===== config.mk =====
export PLATFORM = sky130hd
export DESIGN_NAME = note_table_saw_triangle_generator
export DESIGN_NICKNAME = d
export VERILOG_FILES = /design/src/hdl/ntstg_pkg.sv /design/src/hdl/ntstg_core.sv /design/src/hdl/note_table_saw_triangle_generator.sv
export SDC_FILE = /design/constraint.sdc
export NUM_CORES = 1
export LEC_CHECK = 0
export BUFFER_PORTS_ARGS = -buffer_cell sky130_fd_sc_hd__buf_2
export CAP_MARGIN = 30
export CORE_MARGIN = 3
export CORE_UTILIZATION = 55
export CTS_CLUSTER_SIZE = 10
export DETAILED_ROUTE_END_ITERATION = 8
export GPL_ROUTABILITY_DRIVEN = 1
export PLACE_DENSITY = 0.73
export SETUP_SLACK_MARGIN = 0.2
export SLEW_MARGIN = 25
export SYNTH_ARGS = -nofsm -noshare
export SYNTH_HDL_FRONTEND = slang
export SYNTH_SLANG_ARGS = --single-unit

===== constraint.sdc =====
create_clock -name clk_i -period 7.9 [get_ports clk_i]
set_input_delay 0.395 -clock clk_i [delete_from_list [all_inputs] [get_ports clk_i]]
set_output_delay 0.395 -clock clk_i [all_outputs]
set_load 0.03 [all_outputs]

===== src/hdl/ntstg_pkg.sv =====
// Shared types, note table and rounding helper for the saw/triangle generator.
package ntstg_pkg;

  typedef enum logic {
    KIND_TICK = 1'b0,
    KIND_KNOB = 1'b1
  } item_kind_e;

  localparam int unsigned PeriodWidth = 7;
  localparam int unsigned StepWidth   = 10;
  localparam int unsigned AccWidth    = 16;
  localparam int unsigned LevelWidth  = 8;
  localparam int unsigned NoteCount   = 7;

  localparam logic [AccWidth-1:0]   RoundBit = 16'h0040;
  localparam logic [LevelWidth-1:0] LevelMax = 8'd255;

  typedef struct packed {
    logic [PeriodWidth-1:0] period;
    logic [StepWidth-1:0]   step;
  } note_t;

  // Band 0 covers readings 32..63, band 6 covers 224..255.
  localparam logic [PeriodWidth-1:0] NotePeriod [NoteCount] = '{
    7'd84, 7'd70, 7'd63, 7'd56, 7'd47, 7'd41, 7'd35
  };

  // Steps in 3.7 fixed point.
  localparam logic [StepWidth-1:0] NoteStep [NoteCount] = '{
    {3'd3, 7'b0000100}, {3'd3, 7'b1010010}, {3'd4, 7'b0000110}, {3'd4, 7'b1000110},
    {3'd5, 7'b0110110}, {3'd6, 7'b0011100}, {3'd7, 7'b0100100}
  };

  // The caller guarantees that the top three bits of the reading are nonzero.
  function automatic note_t note_lookup(input logic [7:0] reading);
    logic [2:0] band;
    note_t      note;
    band        = reading[7:5] - 3'd1;
    note.period = NotePeriod[band];
    note.step   = NoteStep[band];
    return note;
  endfunction

  // Round at bit 6 to an 8-bit level and saturate.
  function automatic logic [LevelWidth-1:0] round_level(input logic [AccWidth-1:0] acc);
    logic [9:0] sum;
    sum = {1'b0, acc[AccWidth-1:7]} + {9'd0, |(acc & RoundBit)};
    return (sum > {2'b00, LevelMax}) ? LevelMax : sum[LevelWidth-1:0];
  endfunction

endpackage


===== src/hdl/ntstg_core.sv =====
// Oscillator state and per-item update for the saw/triangle generator.
module ntstg_core (
  input  logic                             clk_i,
  input  logic                             rst_ni,
  input  logic                             step_i,
  input  ntstg_pkg::item_kind_e            kind_i,
  input  logic [7:0]                       knob_value_i,
  output logic [ntstg_pkg::LevelWidth-1:0] saw_level_o,
  output logic [ntstg_pkg::LevelWidth-1:0] tri_level_o,
  output logic                             running_o
);

  logic [ntstg_pkg::PeriodWidth-1:0] period_q, period_d;
  logic [ntstg_pkg::StepWidth-1:0]   step_q, step_d;
  logic [ntstg_pkg::PeriodWidth-1:0] count_q, count_d;
  logic [ntstg_pkg::AccWidth-1:0]    saw_acc_q, saw_acc_d;
  logic [ntstg_pkg::AccWidth-1:0]    tri_acc_q, tri_acc_d;
  logic                              falling_q, falling_d;
  logic                              active_q, active_d;
  logic [ntstg_pkg::LevelWidth-1:0]  saw_out_q, saw_out_d;
  logic [ntstg_pkg::LevelWidth-1:0]  tri_out_q, tri_out_d;

  ntstg_pkg::note_t                  note;
  logic [ntstg_pkg::AccWidth-1:0]    step_ext;
  logic [ntstg_pkg::AccWidth-1:0]    saw_sum;
  logic [ntstg_pkg::AccWidth-1:0]    tri_sum;
  logic [ntstg_pkg::PeriodWidth-1:0] count_inc;

  assign note      = ntstg_pkg::note_lookup(knob_value_i);
  assign step_ext  = {{(ntstg_pkg::AccWidth - ntstg_pkg::StepWidth){1'b0}}, step_q};
  assign saw_sum   = saw_acc_q + step_ext;
  assign tri_sum   = falling_q ? (tri_acc_q - step_ext) : (tri_acc_q + step_ext);
  assign count_inc = count_q + 7'd1;

  always_comb begin
    period_d  = period_q;
    step_d    = step_q;
    count_d   = count_q;
    saw_acc_d = saw_acc_q;
    tri_acc_d = tri_acc_q;
    falling_d = falling_q;
    active_d  = active_q;
    saw_out_d = saw_out_q;
    tri_out_d = tri_out_q;
    if (step_i) begin
      case (kind_i)
        ntstg_pkg::KIND_KNOB: begin
          if (knob_value_i[7:5] == 3'd0) begin
            // Stop reading.
            active_d  = 1'b0;
            period_d  = '0;
            step_d    = '0;
            saw_out_d = '0;
            tri_out_d = '0;
          end else if (note.period != period_q) begin
            count_d   = '0;
            falling_d = 1'b0;
            period_d  = note.period;
            step_d    = note.step;
            active_d  = 1'b1;
          end
        end
        ntstg_pkg::KIND_TICK: begin
          if (active_q) begin
            if (count_q == '0) begin
              saw_acc_d = '0;
              saw_out_d = '0;
              if (!falling_q) begin
                tri_acc_d = '0;
                tri_out_d = '0;
              end else begin
                tri_out_d = ntstg_pkg::round_level(tri_acc_q);
              end
            end else if (count_q <= period_q) begin
              saw_acc_d = saw_sum;
              saw_out_d = ntstg_pkg::round_level(saw_sum);
              tri_acc_d = tri_sum;
              tri_out_d = ntstg_pkg::round_level(tri_sum);
            end
            if (count_inc > period_q) begin
              count_d   = '0;
              falling_d = ~falling_q;
            end else begin
              count_d = count_inc;
            end
          end
        end
        default: begin
        end
      endcase
    end
  end

  always_ff @(posedge clk_i or negedge rst_ni) begin
    if (!rst_ni) begin
      period_q  <= '0;
      step_q    <= '0;
      count_q   <= '0;
      saw_acc_q <= '0;
      tri_acc_q <= '0;
      falling_q <= 1'b0;
      active_q  <= 1'b0;
      saw_out_q <= '0;
      tri_out_q <= '0;
    end else begin
      period_q  <= period_d;
      step_q    <= step_d;
      count_q   <= count_d;
      saw_acc_q <= saw_acc_d;
      tri_acc_q <= tri_acc_d;
      falling_q <= falling_d;
      active_q  <= active_d;
      saw_out_q <= saw_out_d;
      tri_out_q <= tri_out_d;
    end
  end

  assign saw_level_o = saw_out_q;
  assign tri_level_o = tri_out_q;
  assign running_o   = active_q;

endmodule


===== src/hdl/note_table_saw_triangle_generator.sv =====
// Top level of the knob-tuned sawtooth and triangle generator.
//
// Each input item is either a sample tick (kind_i = 0) or a frequency knob
// reading (kind_i = 1, upper eight ADC bits on knob_value_i). Readings pick one
// of seven pentatonic notes, each with a period count and a 3.7 fixed-point
// step; a reading below 32 stops the oscillator and drives both levels to
// zero. Every item produces exactly one result item carrying the current
// sawtooth level, triangle level and running flag. The block takes one item
// per clock while the consumer does not stall: an item is captured in an input
// register; when it moves on, the oscillator state and the result are updated
// together by one add or subtract per accumulator, a rounding step and a
// compare against the period. The result is presented from the oscillator
// registers, which follow the input register. The oscillator state registers
// double as the result register, so the input side keeps accepting while the
// result side flows; when the consumer stalls, the captured item waits and the
// input stalls only once the input register is also full.
module note_table_saw_triangle_generator (
  input  logic                             clk_i,
  input  logic                             rst_ni,
  input  logic                             in_valid_i,
  output logic                             in_stall_o,
  input  logic                             kind_i,
  input  logic [7:0]                       knob_value_i,
  output logic                             out_valid_o,
  input  logic                             out_stall_i,
  output logic [ntstg_pkg::LevelWidth-1:0] saw_level_o,
  output logic [ntstg_pkg::LevelWidth-1:0] tri_level_o,
  output logic                             running_o
);

  // Input register stage.
  logic                  in_full_q, in_full_d;
  ntstg_pkg::item_kind_e kind_q;
  logic [7:0]            knob_q;

  // Result valid flag; the levels live in the core.
  logic out_valid_q, out_valid_d;

  logic in_accept;
  logic result_ready;
  logic advance;

  // The result slot can take a new item when it is empty or being drained.
  assign result_ready = !out_valid_q || !out_stall_i;
  // The captured item moves into the oscillator when the result slot is free.
  assign advance      = in_full_q && result_ready;
  assign in_stall_o   = in_full_q && !result_ready;
  assign in_accept    = in_valid_i && !in_stall_o;

  always_comb begin
    in_full_d = in_full_q;
    if (in_accept) begin
      in_full_d = 1'b1;
    end else if (advance) begin
      in_full_d = 1'b0;
    end
  end

  always_comb begin
    out_valid_d = out_valid_q;
    if (advance) begin
      out_valid_d = 1'b1;
    end else if (out_valid_q && !out_stall_i) begin
      out_valid_d = 1'b0;
    end
  end

  always_ff @(posedge clk_i or negedge rst_ni) begin
    if (!rst_ni) begin
      in_full_q   <= 1'b0;
      out_valid_q <= 1'b0;
    end else begin
      in_full_q   <= in_full_d;
      out_valid_q <= out_valid_d;
    end
  end

  // Payload of the input stage needs no reset.
  always_ff @(posedge clk_i) begin
    if (in_accept) begin
      kind_q <= ntstg_pkg::item_kind_e'(kind_i);
      knob_q <= knob_value_i;
    end
  end

  ntstg_core u_core (
    .clk_i        (clk_i),
    .rst_ni       (rst_ni),
    .step_i       (advance),
    .kind_i       (kind_q),
    .knob_value_i (knob_q),
    .saw_level_o  (saw_level_o),
    .tri_level_o  (tri_level_o),
    .running_o    (running_o)
  );

  assign out_valid_o = out_valid_q;

  // A stopped oscillator always shows zero levels.
  assert property (@(posedge clk_i) disable iff (!rst_ni)
    !running_o |-> (saw_level_o == '0) && (tri_level_o == '0))
    else $error("levels nonzero while stopped");

  // The input only stalls when a captured item is blocked by a stalled result.
  assert property (@(posedge clk_i) disable iff (!rst_ni)
    in_stall_o |-> in_full_q && out_valid_o && out_stall_i)
    else $error("input stalled without a blocked result");

  // A blocked captured item is not lost.
  assert property (@(posedge clk_i) disable iff (!rst_ni)
    in_full_q && !result_ready |=> in_full_q)
    else $error("captured item dropped while blocked");

  // A result slot that moves an item forward holds a valid result next cycle.
  assert property (@(posedge clk_i) disable iff (!rst_ni)
    advance |=> out_valid_o)
    else $error("advanced item did not produce a result");

endmodule

# After elaboration in Yosys (flattened, before gate mapping)
# Memories as Yosys holds them, arrays and structs flattened.
# Index checks and enable logic that the tools add are counted.
# totals
ff_bits	85
rom_bits	136
input_bits	13
memories	2
# op_classes
n_addsub	8
order_cmp	6
eq_ne	8
n_mux	43
n_bitwise	3
n_reduce_logical	21
# mem_list
name	words	width	rd	rd_ports_with_merged_regs	wr	line	source
(no name shown)	8	10	1	0	0	ntstg_pkg.sv:40	note.step = NoteStep[band];
(no name shown)	8	7	1	0	0	ntstg_pkg.sv:39	note.period = NotePeriod[band];
# op_table
op	count
two-way mux 16 bit	6
two-way mux 8 bit	11
two-way mux 7 bit	8
two-way mux 10 bit	4
adder 16 x 10 -> 16 bit	2
one-hot mux 8 bit (2 select lines)	2
adder 9 x 1 -> 10 bit	3
greater-than comparator 10 x 8 -> 1 bit (second input constant)	3
subtractor 16 x 10 -> 16 bit	1
one-hot mux 7 bit (2 select lines)	1
AND reduction 4 bit	3
two-way mux 1 bit	10
AND reduction 5 bit	2
!= test 2 x 1 -> 1 bit (second input constant)	4
nonzero test 2 bit	4
adder 7 x 1 -> 7 bit (second input constant)	1
greater-than comparator 7 bit	1
less-or-equal comparator 7 bit	1
zero test 7 bit	1
!= test 7 bit	1
>= comparator 4 bit (second input constant)	1
logical AND 1 bit	4
zero test 1 bit	4
!= test 2 bit (second input constant)	2
other kinds (8)	9

# Depth between registers and ports, before layout
# Gate-level depths: netlist (run 1).
# depth
word_depth	9
ltp_mapped	16
depth_no_buf	16

# By module
# From an unflattened synthesis (run 1), not the netlist that was laid out.
# unflattened
hier_cells	661
hier_area_um2	6095.8
# by_module_without_submodules
mod	n_inst	cells_per_inst	area_each_um2	seq_area_each_um2
ntstg_core	1	644	5733.0	1751.7
note_table_saw_triangle_generator	1	17	362.8	320.3

# Worst setup path after synthesis (run 1)
# OpenSTA, ideal clock, no wires.
# synth_timing
kind	reg2reg
from	register u_core.step_q[2] (netlist name)
to	register u_core.tri_out_q (netlist bit u_core.tri_level_o[2])
setup_ns	0.077
arrival_time_ns	3.367
required_ns	7.823
setup_slack_ns	4.456
path_stages_with_launch	16
path_cell_list	dfrtp_1 -> inv_1 -> ha_1 -> a21oi_1 -> xnor2_1 -> ha_1 -> a21o_1 -> a211oi_2 -> a21o_1 -> o311a_1 -> ha_1 -> and3_4 -> and3_4 -> nand3_4 -> mux2_4 -> o21ai_1
# synth_via
elab_chain_len	9
# synth_rtl
item	line	source
from (decl)	ntstg_core.sv:14	logic [ntstg_pkg::StepWidth-1:0] step_q, step_d;
from (signal assigned)	ntstg_core.sv:107	step_q <= step_d;
adder 16 x 10 -> 16 bit or subtractor 16 x 10 -> 16 bit (tied branches)	ntstg_core.sv:32	assign tri_sum = falling_q ? (tri_acc_q - step_ext) : (tri_acc_q + step_ext);
two-way mux 16 bit (*)	ntstg_core.sv:32	
adder 9 x 1 -> 10 bit (*)	ntstg_pkg.sv:47	sum = {1'b0, acc[AccWidth-1:7]} + {9'd0, |(acc & RoundBit)};
greater-than comparator 10 x 8 -> 1 bit	ntstg_pkg.sv:48	return (sum > {2'b00, LevelMax}) ? LevelMax : sum[LevelWidth-1:0];
two-way mux 8 bit (*)	ntstg_pkg.sv:48	
two-way mux 8 bit (*)	ntstg_core.sv:74	end else if (count_q <= period_q) begin
two-way mux 8 bit (*)	ntstg_core.sv:65	if (count_q == '0) begin
two-way mux 8 bit (*)	ntstg_core.sv:64	if (active_q) begin
one-hot mux 8 bit (2 select lines) (*)	ntstg_core.sv:46	case (kind_i)
to (signal assigned)	ntstg_core.sv:114	tri_out_q <= tri_out_d;
to (decl)	ntstg_core.sv:21	logic [ntstg_pkg::LevelWidth-1:0] tri_out_q, tri_out_d;
# Every way passes the cells marked *; elsewhere a longest branch is shown, timed or not. The select of a mux whose other input is x is not followed.
# A chain may end at the register's enable or synchronous reset.

# Worst setup path in the final report (run 1)
# Ends and elaborated chain as after synthesis.

==> results of run 1 <==
==> path summary, 6_finish.rpt <==
path	start	endpoint	slack [ns]	cells past startpoint
max in group asynchronous	rst_ni	u_core.saw_acc_q[10]	7.34	2
min reg2reg	u_core.period_q[1]	u_core.period_q[1]	0.49	2
min in group clk_i	kind_i	kind_q	0.19	1
max reg2reg	u_core.step_q[2]	u_core.tri_level_o[2]	3.81	15
max	u_core.step_q[2]	u_core.tri_level_o[2]	3.81	15
min	rst_ni	u_core.count_q[3]	-0.02	1
==> final cells by class <==
type | instances | share of cell area (%)
clock buffer | 11 | 2.54
clock inverter | 5 | 0.879
inverter | 31 | 1.82
multi-input combinational | 533 | 59.4
sequential | 76 | 30.0
tap | 136 | 2.66
timing repair buffer | 30 | 2.73
==> sequential cells by signal (all words and copies together), names as in the netlist, 3 cells and up <==
signal / cells
knob_q: 3
u_core.count_q: 7
u_core.period_q: 7
u_core.saw_acc_q: 15
u_core.saw_level_o: 8
u_core.step_q: 8
u_core.tri_acc_q: 15
u_core.tri_level_o: 8
==> cells by family after synthesis <==
family,count (synthesis)
simple gates,220
compound gates,198
buf+inv,50
flops,76
fa+ha+maj,56
mux,7
xor+xnor,52
==> power by group through the flow <==
stage | Sequential, mW | Combinational [mW] | Clock [mW]
floorplan | 0.630 | 1.17 | 0
global placement | 0.616 | 1.47 | 0
detailed placement | 0.622 | 1.52 | 0
CTS | 0.615 | 1.53 | 0.338
global route | 0.633 | 1.72 | 0.354
finish | 0.616 | 1.54 | 0.328
==> layer usage <==
layer,track usage (%),part of all wire (%),up-vias,wire [µm]
met2,41.6,47,97,6590
met4,9.88,2.6,0,360
met5,0,0,-,0
li1,-,-,2479,-
met1,34.1,47,2404,6680
met3,4.35,3.0,26,428
==> Yosys cell counts, types with 7 or more instances <==
cell                       count
sky130_fd_sc_hd__a21o_1       16
sky130_fd_sc_hd__a21oi_1      35
sky130_fd_sc_hd__a22o_1       11
sky130_fd_sc_hd__clkbuf_1     12
sky130_fd_sc_hd__dfrtp_1      72
sky130_fd_sc_hd__ha_1         55
sky130_fd_sc_hd__inv_1        30
sky130_fd_sc_hd__nand2_1      72
sky130_fd_sc_hd__nand2b_1     13
sky130_fd_sc_hd__nand3_1      29
sky130_fd_sc_hd__nand4_1       7
sky130_fd_sc_hd__nor2_1       35
sky130_fd_sc_hd__nor3_1       15
sky130_fd_sc_hd__o21a_1       10
sky130_fd_sc_hd__o21ai_0      45
sky130_fd_sc_hd__xnor2_1      36
sky130_fd_sc_hd__xor2_1       15
==> worst register-to-register path: stages, from the launching register on <==
cell and delay, ns:
sky130_fd_sc_hd__dfrtp_1 0.44, sky130_fd_sc_hd__inv_1 0.27, sky130_fd_sc_hd__ha_1 0.35, sky130_fd_sc_hd__a21oi_1 0.13, sky130_fd_sc_hd__xnor2_1 0.17, sky130_fd_sc_hd__ha_1 0.36
sky130_fd_sc_hd__a21o_1 0.23, sky130_fd_sc_hd__a211oi_2 0.28, sky130_fd_sc_hd__a21o_1 0.24, sky130_fd_sc_hd__o311a_1 0.28, sky130_fd_sc_hd__ha_1 0.22, sky130_fd_sc_hd__and3_4 0.21
sky130_fd_sc_hd__and3_4 0.19, sky130_fd_sc_hd__nand3_4 0.11, sky130_fd_sc_hd__mux2_4 0.37, sky130_fd_sc_hd__o21ai_1 0.15
==> cell usage in the layout, fill, tap and decap left out, types with 5 or more instances in the layout <==
master	synthesis	final
sky130_fd_sc_hd__a21o_1	16	16
sky130_fd_sc_hd__a21oi_1	35	35
sky130_fd_sc_hd__a221oi_1	6	6
sky130_fd_sc_hd__a22o_1	11	11
sky130_fd_sc_hd__a22oi_1	6	6
sky130_fd_sc_hd__and2_1	5	5
sky130_fd_sc_hd__and3_1	6	6
sky130_fd_sc_hd__buf_2	5	25
sky130_fd_sc_hd__clkbuf_8	0	10
sky130_fd_sc_hd__dfrtp_1	72	72
sky130_fd_sc_hd__ha_1	55	55
sky130_fd_sc_hd__inv_1	30	30
sky130_fd_sc_hd__mux2i_1	5	5
sky130_fd_sc_hd__nand2_1	72	72
sky130_fd_sc_hd__nand2b_1	13	12
sky130_fd_sc_hd__nand3_1	29	29
sky130_fd_sc_hd__nand4_1	7	7
sky130_fd_sc_hd__nor2_1	35	35
sky130_fd_sc_hd__nor2b_1	5	5
sky130_fd_sc_hd__nor3_1	15	15
sky130_fd_sc_hd__o21a_1	10	10
sky130_fd_sc_hd__o21ai_0	45	45
sky130_fd_sc_hd__o22ai_1	6	6
sky130_fd_sc_hd__o31ai_1	6	6
sky130_fd_sc_hd__xnor2_1	36	36
sky130_fd_sc_hd__xor2_1	15	14
==> metrics by stage <==
step / power [mW] / util [%] / cells / hold WS (ns)
after CTS: 2.48 / 61.4 / 820 / 0.167
after floorplan: 1.80 / - / 659 / 0.0994
final: 2.48 / 61.8 / 822 / -0.0155
after detailed placement: 2.14 / 59.3 / 804 / 0.472
after global placement: 2.09 / 59.3 / 804 / 0.463
after global routing: 2.70 / 61.8 / 822 / 0.0176
==> run summary, run 1 <==
Synthesis
* **total number of yosys warnings** 0
* **share of async-settable or async-resettable flops after synthesis** 94.7%
* **dominant combinational cell family by area after synthesis** compound AO/OA/AOI/OAI gates
* **parity-gate share of the synthesized area counting xor and xnor cells** 7.84%
* **Synth area leaders** sky130_fd_sc_hd__dfrtp_1 30%, sky130_fd_sc_hd__ha_1 12%, sky130_fd_sc_hd__xnor2_1 5.3%
* **number of flops mapped to enable cells by yosys** 4
* **share of synthesized area occupied by flip-flops and latches** 32.5%
* **Syn Nets** 728
* **synthesis-stage register bit count** 76
* **share of the synthesized area in the top cell type** 30.5%
* **cell taking the most area after synthesis** sky130_fd_sc_hd__dfrtp_1
* **Avg Synthesized Cell Area** 8.97 µm²
* **area fraction in compound gates after synthesis** 23.9%
* **Synth Area in Simple Gates** 19.2%
* **Top FF cell, synth** sky130_fd_sc_hd__dfrtp_1
* **fraction of synthesized area in multiplexers** 1.29%
* **number of unique standard cell types used by synthesis** 84
* **synthesized cell area** 0.00591 mm²
* **Syn Inst Count** 659
* **Adder-Cell Fraction of Synth Area** 12.0%

Clock tree
* **maximum level of the CTS H-tree** 3
* **insertion delay of the later-clocked pin in the worst-skew pair** 0.38 ns
* **cts repair resizes** 0
* **Root Driver** sky130_fd_sc_hd__clkbuf_8
* **clock-pin slew reported for the worst setup and hold paths after clock tree synthesis** 0.08 ns
* **clock tree from TritonCTS** done
* **hold buffer count at CTS** 0
* **clock buffer count from CTS** 9
* **# clock sinks** 76
* **deepest clock path buffer count** 2
* **post-CTS repair timing setup buffer count** 0

Placed design
* **Area after DPL** 0.00615 mm²
* **DPL Wire Length** 10500 µm
* **final weighted congestion of routability-driven global placement** 0.908
* **setup slack after placement** 3.84 ns
* **Port-buffer cells** 26

STA
* **RSZ-0062 raised after global routing** no
* **hold violation count in the final report** 10
* **final cycle utilization of the critical path** 51.8%
* **Setup WS post-layout** 3.81 ns
* **Final min period** 4.09 ns
* **Final Max Tran Viols** 0
* **Fin Clk Skew** 0.0104 ns
* **Sum Neg Setup Slack** 0 ns
* **slew at the pin closest to its max-slew limit** 0.737 ns
* **final number of setup-violating endpoints** 0
* **achievable clock frequency** 245 MHz
* **worst hold slack** -0.0155 ns
* **worst slew slack as a fraction of its limit** 50.9%

GRT
* **initial antenna violation count** 0
* **maximum number of pins on one net before global-route repair** 73
* **residual overflow from global routing** 0
* **global-route wire length before repair** 24200 µm
* **via count of the first global-routing pass** 4992
* **GRT Resource Usage Total** 25.6%

Die
* **Cell Rows** 37
* **x dimension of the die** 110 µm
* **die area** 0.0120 mm²
* **Top Ports** 32
* **die extent in y** 110 µm
* **effective utilization at floorplan** 57.0%
* **core footprint** 0.0104 mm²

Job
* **Max Cap Violations** 0

Route
* **routed wire length per instance** 17.1 µm
* **violation count after the first detailed-routing iteration** 311
* **via count of the routed design** 5006
* **count of unresolved DRC violations after routing** 0
* **Detail Route Antenna Nets** 0
* **total length of routed wires** 14100 µm
* **ratio of routed vias to standard cells** 6.09
* **DRT Pass-1 Iters** 5

Power
* **leakage power summed over all cells** 2.95 nW
* **cell-internal power** 1.29 mW
* **portion of total power attributed to combinational logic** 62.0%
* **worst vdd rail ir drop** 0.199 mV
* **switching component of the power** 1.19 mW
* **relative contribution of sequential cells to total power** 24.8%
* **power per unit of standard cell area** 388 mW/mm²
* **Switching Share** 48.1%
* **Clk pwr share** 13.2%

Setup path
* **critical-path cell with the highest stage delay** sky130_fd_sc_hd__dfrtp_1
* **category of the worst setup path launch point** flip-flop
* **arrival time of data at the critical path endpoint** 4.38 ns
* **CP required** 8.19 ns
* **most numerous cell on the critical path** sky130_fd_sc_hd__ha_1
* **maximum fanout count along the critical path** 7
* **biggest cell delay along the critical path** 0.44 ns
* **crit end category** flip-flop
* **Worst Setup Path Type** flip-flop to flip-flop
* **family of cells with the greatest summed delay on the critical path** compound AO/OA/AOI/OAI gates
* **critical path, cell by cell** inv_1 > ha_1 > a21oi_1 > xnor2_1 > ha_1 > a21o_1 > a211oi_2 > a21o_1 > o311a_1 > ha_1 > and3_4 > and3_4 > nand3_4 > mux2_4 > o21ai_1
* **buffering stage count on the worst path with inverters included** 1

Finish
* **NumNets Final** 750
* **count of filler cells inserted in the layout** 918
* **area overhead of the layout relative to synthesis** 8.41%
* **Sequential cell area** 0.00192 mm²
* **Finished Cell Area** 0.00640 mm²
* **proportion of layout cells with a drive suffix above 1** 11.8%
* **Inserted Diodes** 0
* **multi-input gate area in the final layout** 0.00380 mm²

Outcome
* **failing checks** negative hold slack
* **run status** complete, but fails checks

Worst hold path
* **classification of the worst-slack hold path** primary input to async pin

Note: power is estimated with default switching activity, not from simulation.
==> run 2, diff against run 1 <==
- clock period: 7.9 -> 4.1 ns (I/O delays scaled with it)
==> run summary, run 2 (synthesis results as in run 1) <==
Finish
* **commonest cells after routing, fill and taps aside** 72 x sky130_fd_sc_hd__nand2_1, 69 x sky130_fd_sc_hd__dfrtp_1, 52 x sky130_fd_sc_hd__ha_1, was 72 x sky130_fd_sc_hd__nand2_1, 72 x sky130_fd_sc_hd__dfrtp_1, 55 x sky130_fd_sc_hd__ha_1
* **Sequential cell area** 0.00193 mm², was 0.00192 mm²
* **Inserted Diodes** 0, unchanged
* **NumNets Final** 765, was 750
* **proportion of layout cells with a drive suffix above 1** 14.3%, was 11.8%
* **largest registers** u_core.saw_acc_q (15), u_core.tri_acc_q (15), unchanged
* **area overhead of the layout relative to synthesis** 11.6%, was 8.41%
* **count of filler cells inserted in the layout** 865, was 918
* **final cell count without fillers** 837, was 822
* **multi-input gate area in the final layout** 0.00384 mm², was 0.00380 mm²
* **most common library cell in the layout ignoring fill and taps** sky130_fd_sc_hd__nand2_1

Setup path
* **reg2reg start** u_core.step_q[6], was u_core.step_q[2]
* **biggest cell delay along the critical path** 0.46 ns, was 0.44 ns
* **crit end category** flip-flop, unchanged
* **CP required** 4.39 ns, was 8.19 ns
* **critical path, cell by cell** nor4_4 > nor3b_4 > a21oi_1 > xnor2_1 > ha_2 > or2_2 > nand2_1 > a211oi_1 > a211oi_4 > and3_4 > and3_4 > nand3_4 > mux2_4 > o21ai_1, was inv_1 > ha_1 > a21oi_1 > xnor2_1 > ha_1 > a21o_1 > a211oi_2 > a21o_1 > o311a_1 > ha_1 > and3_4 > and3_4 > nand3_4 > mux2_4 > o21ai_1
* **arrival time of data at the critical path endpoint** 4.04 ns, was 4.38 ns
* **Worst R2R Path Depth** 14, was 15
* **most numerous cell on the critical path** sky130_fd_sc_hd__and3_4, was sky130_fd_sc_hd__ha_1
* **critical-path cell with the highest stage delay** sky130_fd_sc_hd__dfrtp_2, was sky130_fd_sc_hd__dfrtp_1
* **Crit Reg-Reg Endpoint** u_core.tri_level_o[2], unchanged
* **Worst Setup Path Type** flip-flop to flip-flop, unchanged
* **maximum fanout count along the critical path** 6, was 7
* **setup slack, reg-to-reg** 0.35 ns, was 3.81 ns
* **category of the worst setup path launch point** flip-flop, unchanged

Route
* **routed wire length per instance** 17.0 µm, was 17.1 µm
* **count of unresolved DRC violations after routing** 0, unchanged
* **violation count after the first detailed-routing iteration** 348, was 311
* **DRT Pass-1 Iters** 5, unchanged
* **Detail Route Antenna Nets** 0, unchanged
* **via count of the routed design** 5074, was 5006
* **total length of routed wires** 14300 µm, was 14100 µm
* **ratio of routed vias to standard cells** 6.06, was 6.09

Die
* **core footprint** 0.0104 mm², unchanged
* **die area** 0.0120 mm², unchanged
* **effective utilization at floorplan** 57.0%, unchanged
* **Top Ports** 32, unchanged
* **x dimension of the die** 110 µm, unchanged
* **Cell Rows** 37, unchanged
* **die extent in y** 110 µm, unchanged

Placed design
* **final weighted congestion of routability-driven global placement** 0.908, about the same
* **Placed Cells incl. Taps** 808, was 804
* **DPL Wire Length** 10500 µm, about the same
* **setup slack after placement** 0.165 ns, was 3.84 ns
* **Port-buffer cells** 26, unchanged

Power
* **relative contribution of sequential cells to total power** 24.0%, was 24.8%
* **overall power of the completed layout** 4.97 mW, was 2.48 mW
* **switching component of the power** 2.34 mW, was 1.19 mW
* **portion of total power attributed to combinational logic** 61.8%, was 62.0%
* **power per unit of standard cell area** 753 mW/mm², was 388 mW/mm²
* **Clk pwr share** 14.2%, was 13.2%
* **worst vdd rail ir drop** 0.371 mV, was 0.199 mV
* **Switching Share** 47.0%, was 48.1%
* **leakage power summed over all cells** 3.03 nW, was 2.95 nW
* **cell-internal power** 2.63 mW, was 1.29 mW

STA
* **Fin Clk Skew** 0.00575 ns, was 0.0104 ns
* **final number of setup-violating endpoints** 0, unchanged
* **Sum Neg Setup Slack** 0 ns, unchanged
* **slew at the pin closest to its max-slew limit** 0.958 ns, was 0.737 ns
* **Setup WS post-layout** 0.353 ns, was 3.81 ns
* **RSZ-0062 raised after global routing** yes, was no
* **worst slew slack as a fraction of its limit** 36.2%, was 50.9%
* **hold violation count in the final report** 0, was 10
* **achievable clock frequency** 267 MHz, was 245 MHz
* **final cycle utilization of the critical path** 91.4%, was 51.8%
* **Final min period** 3.75 ns, was 4.09 ns
* **Final Max Tran Viols** 0, unchanged

Worst hold path
* **Hold EP** in_full_q
* **Worst Hold Depth** 2
* **classification of the worst-slack hold path** primary input to flip-flop, was primary input to async pin
* **beginning of the worst hold path** in_valid_i

GRT
* **residual overflow from global routing** 0, unchanged
* **GRT Resource Usage Total** 25.0%, was 25.6%
* **initial antenna violation count** 0, unchanged
* **maximum number of pins on one net before global-route repair** 73, unchanged
* **global-route wire length before repair** 23800 µm, was 24200 µm
* **via count of the first global-routing pass** 4966, was 4992

Outcome
* **run status** completed, was complete, but fails checks

Clock tree
* **clock-pin slew reported for the worst setup and hold paths after clock tree synthesis** 0.08 ns, about the same
* **# clock sinks** 76, unchanged
* **clock tree from TritonCTS** done, unchanged
* **deepest clock path buffer count** 2, unchanged
* **clock buffer count from CTS** 9, unchanged
* **Root Driver** sky130_fd_sc_hd__clkbuf_8, unchanged
* **insertion delay of the later-clocked pin in the worst-skew pair** 0.37 ns, was 0.38 ns
* **maximum level of the CTS H-tree** 3, unchanged

Job
* **Max Cap Violations** 0, unchanged

[run 2: cell types whose count changed in the layout (fill, tap and decap cells not counted), sizes merged]
cell	before	now
buf	29	40
bufinv	1	3
clkbuf	12	9
dlygate4sd3	0	5
[run 2: through the flow]
step                      hold WS [ns]  utilization, %  cell area (µm²)
final                           0.0258            63.6             6600
after global routing            0.0313            63.6             6600
after CTS                       0.0135            62.4             6470
after detailed placement         0.383            59.6             6180
after global placement           0.383            59.6             6180
after floorplan                -0.0906               -             5910
[run 2: routing by layer]
| metal | wire [µm] | GRT usage, % | part of all wire, % | vias up |
|---|---|---|---|---|
| met3 | 501 | 3.52 | 3.5 | 24 |
| li1 | - | - | - | 2493 |
| met1 | 6760 | 34.0 | 47 | 2449 |
| met2 | 6670 | 40.2 | 47 | 108 |
| met4 | 316 | 9.97 | 2.2 | 0 |
| met5 | 0 | 0 | 0 | - |
[run 2: power groups by stage]
stage,sequential [mW],combinational (mW),clock [mW]
after global routing,1.23,3.40,0.743
final,1.19,3.07,0.705
after global placement,1.19,2.86,0
after detailed placement,1.20,2.94,0
after floorplan,1.21,2.25,0
after CTS,1.19,2.97,0.713
[run 2: timing repair]
item	CTS	global route
hold buffers	5	0
setup buffers	0	7
hold endpoints to repair	35	0
pin swaps	0	5
gates resized for setup	2	12
endpoints found under the setup margin	7	9
[run 2: area by class of cell]
cell class	count	area share, %
multi-input combinational	533	58.2
clock buffer	9	1.88
clock inverter	7	1.73
tap	136	2.58
sequential	76	29.2
timing repair buffer	45	4.67
inverter	31	1.76
[run 2: worst max path at each step]
stage | start | endpoint | cells past startpoint
finish | u_core.step_q[6] | u_core.tri_level_o[2] | 14
global route | u_core.step_q[6] | u_core.tri_level_o[2] | 14
CTS | u_core.step_q[1] | u_core.tri_level_o[2] | 16
detailed placement | u_core.step_q[2] | u_core.tri_level_o[5] | 15
global placement | u_core.step_q[2] | u_core.tri_level_o[6] | 15
floorplan | u_core.step_q[2] | u_core.tri_level_o[2] | 15
[run 2: worst max-delay path: cells and delay by family, from the launching register on]
family / cells / cell delay (ns)
adders and majority gates: 1 / 0.34
xor gates and xnor gates: 1 / 0.20
and+or+nand+nor: 7 / 1.67
AOI/OAI and AO/OA: 4 / 0.61
DFF: 1 / 0.46
muxes: 1 / 0.38
==> run 3, diff against run 2 <==
- CORE_MARGIN: 3 -> 2
- CTS_BUF_LIST: default -> sky130_fd_sc_hd__clkbuf_16
==> run summary, run 3 (synthesis results as in run 1) <==
Clock tree
* **clock-pin slew reported for the worst setup and hold paths after clock tree synthesis** 0.06 ns, was 0.08 ns
* **insertion delay of the later-clocked pin in the worst-skew pair** 0.35 ns, was 0.37 ns
* **clock tree from TritonCTS** done, unchanged
* **Root Driver** sky130_fd_sc_hd__clkbuf_16, was sky130_fd_sc_hd__clkbuf_8
* **deepest clock path buffer count** 2, unchanged
* **# clock sinks** 76, unchanged
* **clock buffer count from CTS** 9, unchanged
* **maximum level of the CTS H-tree** 3, unchanged

Job
* **Max Cap Violations** 0, unchanged

Power
* **leakage power summed over all cells** 3.05 nW, was 3.03 nW
* **overall power of the completed layout** 5.20 mW, was 4.97 mW
* **power per unit of standard cell area** 785 mW/mm², was 753 mW/mm²
* **worst vdd rail ir drop** 0.381 mV, was 0.371 mV

Setup path
* **Worst Setup Path Type** flip-flop to flip-flop, unchanged
* **arrival time of data at the critical path endpoint** 4.02 ns, was 4.04 ns
* **CP required** 4.36 ns, was 4.39 ns
* **critical path, cell by cell** nor4_4 > nor3b_4 > a21oi_1 > xnor2_1 > ha_1 > or2_2 > nand2_1 > a211oi_1 > a211oi_4 > and3_4 > and3_4 > nand3_4 > mux2_4 > o21ai_1, was nor4_4 > nor3b_4 > a21oi_1 > xnor2_1 > ha_2 > or2_2 > nand2_1 > a211oi_1 > a211oi_4 > and3_4 > and3_4 > nand3_4 > mux2_4 > o21ai_1
* **maximum fanout count along the critical path** 6, unchanged
* **setup slack, reg-to-reg** 0.34 ns, was 0.35 ns
* **category of the worst setup path launch point** flip-flop, unchanged
* **critical-path cell with the highest stage delay** sky130_fd_sc_hd__dfrtp_1, was sky130_fd_sc_hd__dfrtp_2
* **crit end category** flip-flop, unchanged
* **most numerous cell on the critical path** sky130_fd_sc_hd__and3_4, unchanged
* **biggest cell delay along the critical path** 0.47 ns, was 0.46 ns

STA
* **Fin Clk Skew** 0.00779 ns, was 0.00575 ns
* **Final Max Tran Viols** 0, unchanged
* **hold violation count in the final report** 0, unchanged
* **worst slew slack as a fraction of its limit** 36.2%, about the same
* **RSZ-0062 raised after global routing** no, was yes
* **achievable clock frequency** 266 MHz, was 267 MHz
* **Final min period** 3.76 ns, was 3.75 ns
* **final number of setup-violating endpoints** 0, unchanged
* **slew at the pin closest to its max-slew limit** 0.957 ns, was 0.958 ns
* **final cycle utilization of the critical path** 91.6%, was 91.4%
* **Setup WS post-layout** 0.345 ns, was 0.353 ns
* **Sum Neg Setup Slack** 0 ns, unchanged
* **worst hold slack** 0.0340 ns, was 0.0258 ns

Die
* **core footprint** 0.0104 mm², unchanged
* **Top Ports** 32, unchanged
* **die extent in y** 108 µm, was 110 µm
* **Cell Rows** 37, unchanged
* **effective utilization at floorplan** 57.0%, unchanged
* **x dimension of the die** 108 µm, was 110 µm
* **die area** 0.0116 mm², was 0.0120 mm²

Route
* **total length of routed wires** 14600 µm, was 14300 µm
* **count of unresolved DRC violations after routing** 0, unchanged
* **DRT Pass-1 Iters** 4, was 5
* **ratio of routed vias to standard cells** 6.21, was 6.06
* **routed wire length per instance** 17.6 µm, was 17.0 µm
* **via count of the routed design** 5175, was 5074
* **Detail Route Antenna Nets** 0, unchanged
* **violation count after the first detailed-routing iteration** 343, was 348

GRT
* **GRT Resource Usage Total** 26.4%, was 25.0%
* **via count of the first global-routing pass** 4942, was 4966
* **maximum number of pins on one net before global-route repair** 73, unchanged
* **initial antenna violation count** 0, unchanged
* **residual overflow from global routing** 0, unchanged
* **global-route wire length before repair** 24300 µm, was 23800 µm

Placed design
* **DPL Wire Length** 10600 µm, was 10500 µm
* **Area after DPL** 0.00617 mm², was 0.00618 mm²
* **Port-buffer cells** 26, unchanged
* **setup slack after placement** 0.174 ns, was 0.165 ns
* **final weighted congestion of routability-driven global placement** 0.932, was 0.908
* **Placed Cells incl. Taps** 807, was 808

Finish
* **Core Util, Final** 63.9%, was 63.6%
* **count of filler cells inserted in the layout** 854, was 865
* **most common library cell in the layout ignoring fill and taps** sky130_fd_sc_hd__nand2_1, unchanged
* **commonest cells after routing, fill and taps aside** 72 x sky130_fd_sc_hd__nand2_1, 70 x sky130_fd_sc_hd__dfrtp_1, 53 x sky130_fd_sc_hd__ha_1, was 72 x sky130_fd_sc_hd__nand2_1, 69 x sky130_fd_sc_hd__dfrtp_1, 52 x sky130_fd_sc_hd__ha_1
* **Finished Cell Area** 0.00663 mm², was 0.00660 mm²
* **area overhead of the layout relative to synthesis** 12.2%, was 11.6%
* **NumNets Final** 761, was 765
* **largest registers** u_core.saw_acc_q (15), u_core.tri_acc_q (15), unchanged
* **Inserted Diodes** 0, unchanged
* **final cell count without fillers** 833, was 837
* **proportion of layout cells with a drive suffix above 1** 14.2%, was 14.3%

Outcome
* **run status** completed, unchanged

Worst hold path
* **classification of the worst-slack hold path** primary input to flip-flop, unchanged

==> run 3: layout make-up <==
type | count | area, µm² | area share (%)
clock inverter | 7 | 92.6 | 1.40
timing repair buffer | 41 | 251 | 3.79
sequential | 76 | 1920 | 29.0
inverter | 31 | 116 | 1.76
tap | 136 | 170 | 2.57
clock buffer | 9 | 225 | 3.40
multi-input combinational | 533 | 3850 | 58.1
==> run 3: timing repair <==
action / 4_1_cts / 5_1_grt
pin swaps: 0 / 6
gates resized for setup: 1 / 13
buffers inserted: 0 / 9
hold buffers: 0 / 1
gates cloned: 0 / 0
setup endpoints to repair: 2 / 15
hold endpoints to repair: 0 / 72
==> run 3: path summary, 6_finish.rpt <==
| check | startpoint | endpoint | cells after the start |
|---|---|---|---|
| setup / recovery | u_core.step_q[6] | u_core.tri_level_o[6] | 14 |
| setup reg to reg | u_core.step_q[6] | u_core.tri_level_o[6] | 14 |
| min in group asynchronous | rst_ni | u_core.saw_acc_q[15] | 2 |
| max in group asynchronous | rst_ni | u_core.falling_q | 2 |
| hold reg to reg | u_core.period_q[1] | u_core.period_q[1] | 2 |
| hold / removal | knob_value_i[5] | knob_q[5] | 1 |
==> run 3: where the power goes <==
part,switching [mW],leakage [nW],total [mW],internal (mW)
clock,0.335,0.153,0.866,0.531
combinational,1.83,1.92,3.14,1.31
sequential,0.243,0.975,1.20,0.956
total,2.41,3.05,5.20,2.80
==> run 3: routing by layer <==
| metal | part of all wire, % | up-vias | global-route usage, % | wire length, µm |
|---|---|---|---|---|
| met5 | 0 | - | 0 | 0 |
| li1 | - | 2485 | - | - |
| met2 | 48 | 108 | 42.5 | 7010 |
| met4 | 2.1 | 0 | 9.25 | 306 |
| met1 | 46 | 2554 | 36.1 | 6730 |
| met3 | 4.0 | 28 | 4.36 | 580 |
==> run 3: worst max-delay path, delay by kind of cell, from the launching register on <==
kind	cells	cell delay, ns
simple gates	7	1.69
flops	1	0.47
compound gates	4	0.61
xor+xnor	1	0.21
mux	1	0.36
fa+ha+maj	1	0.33
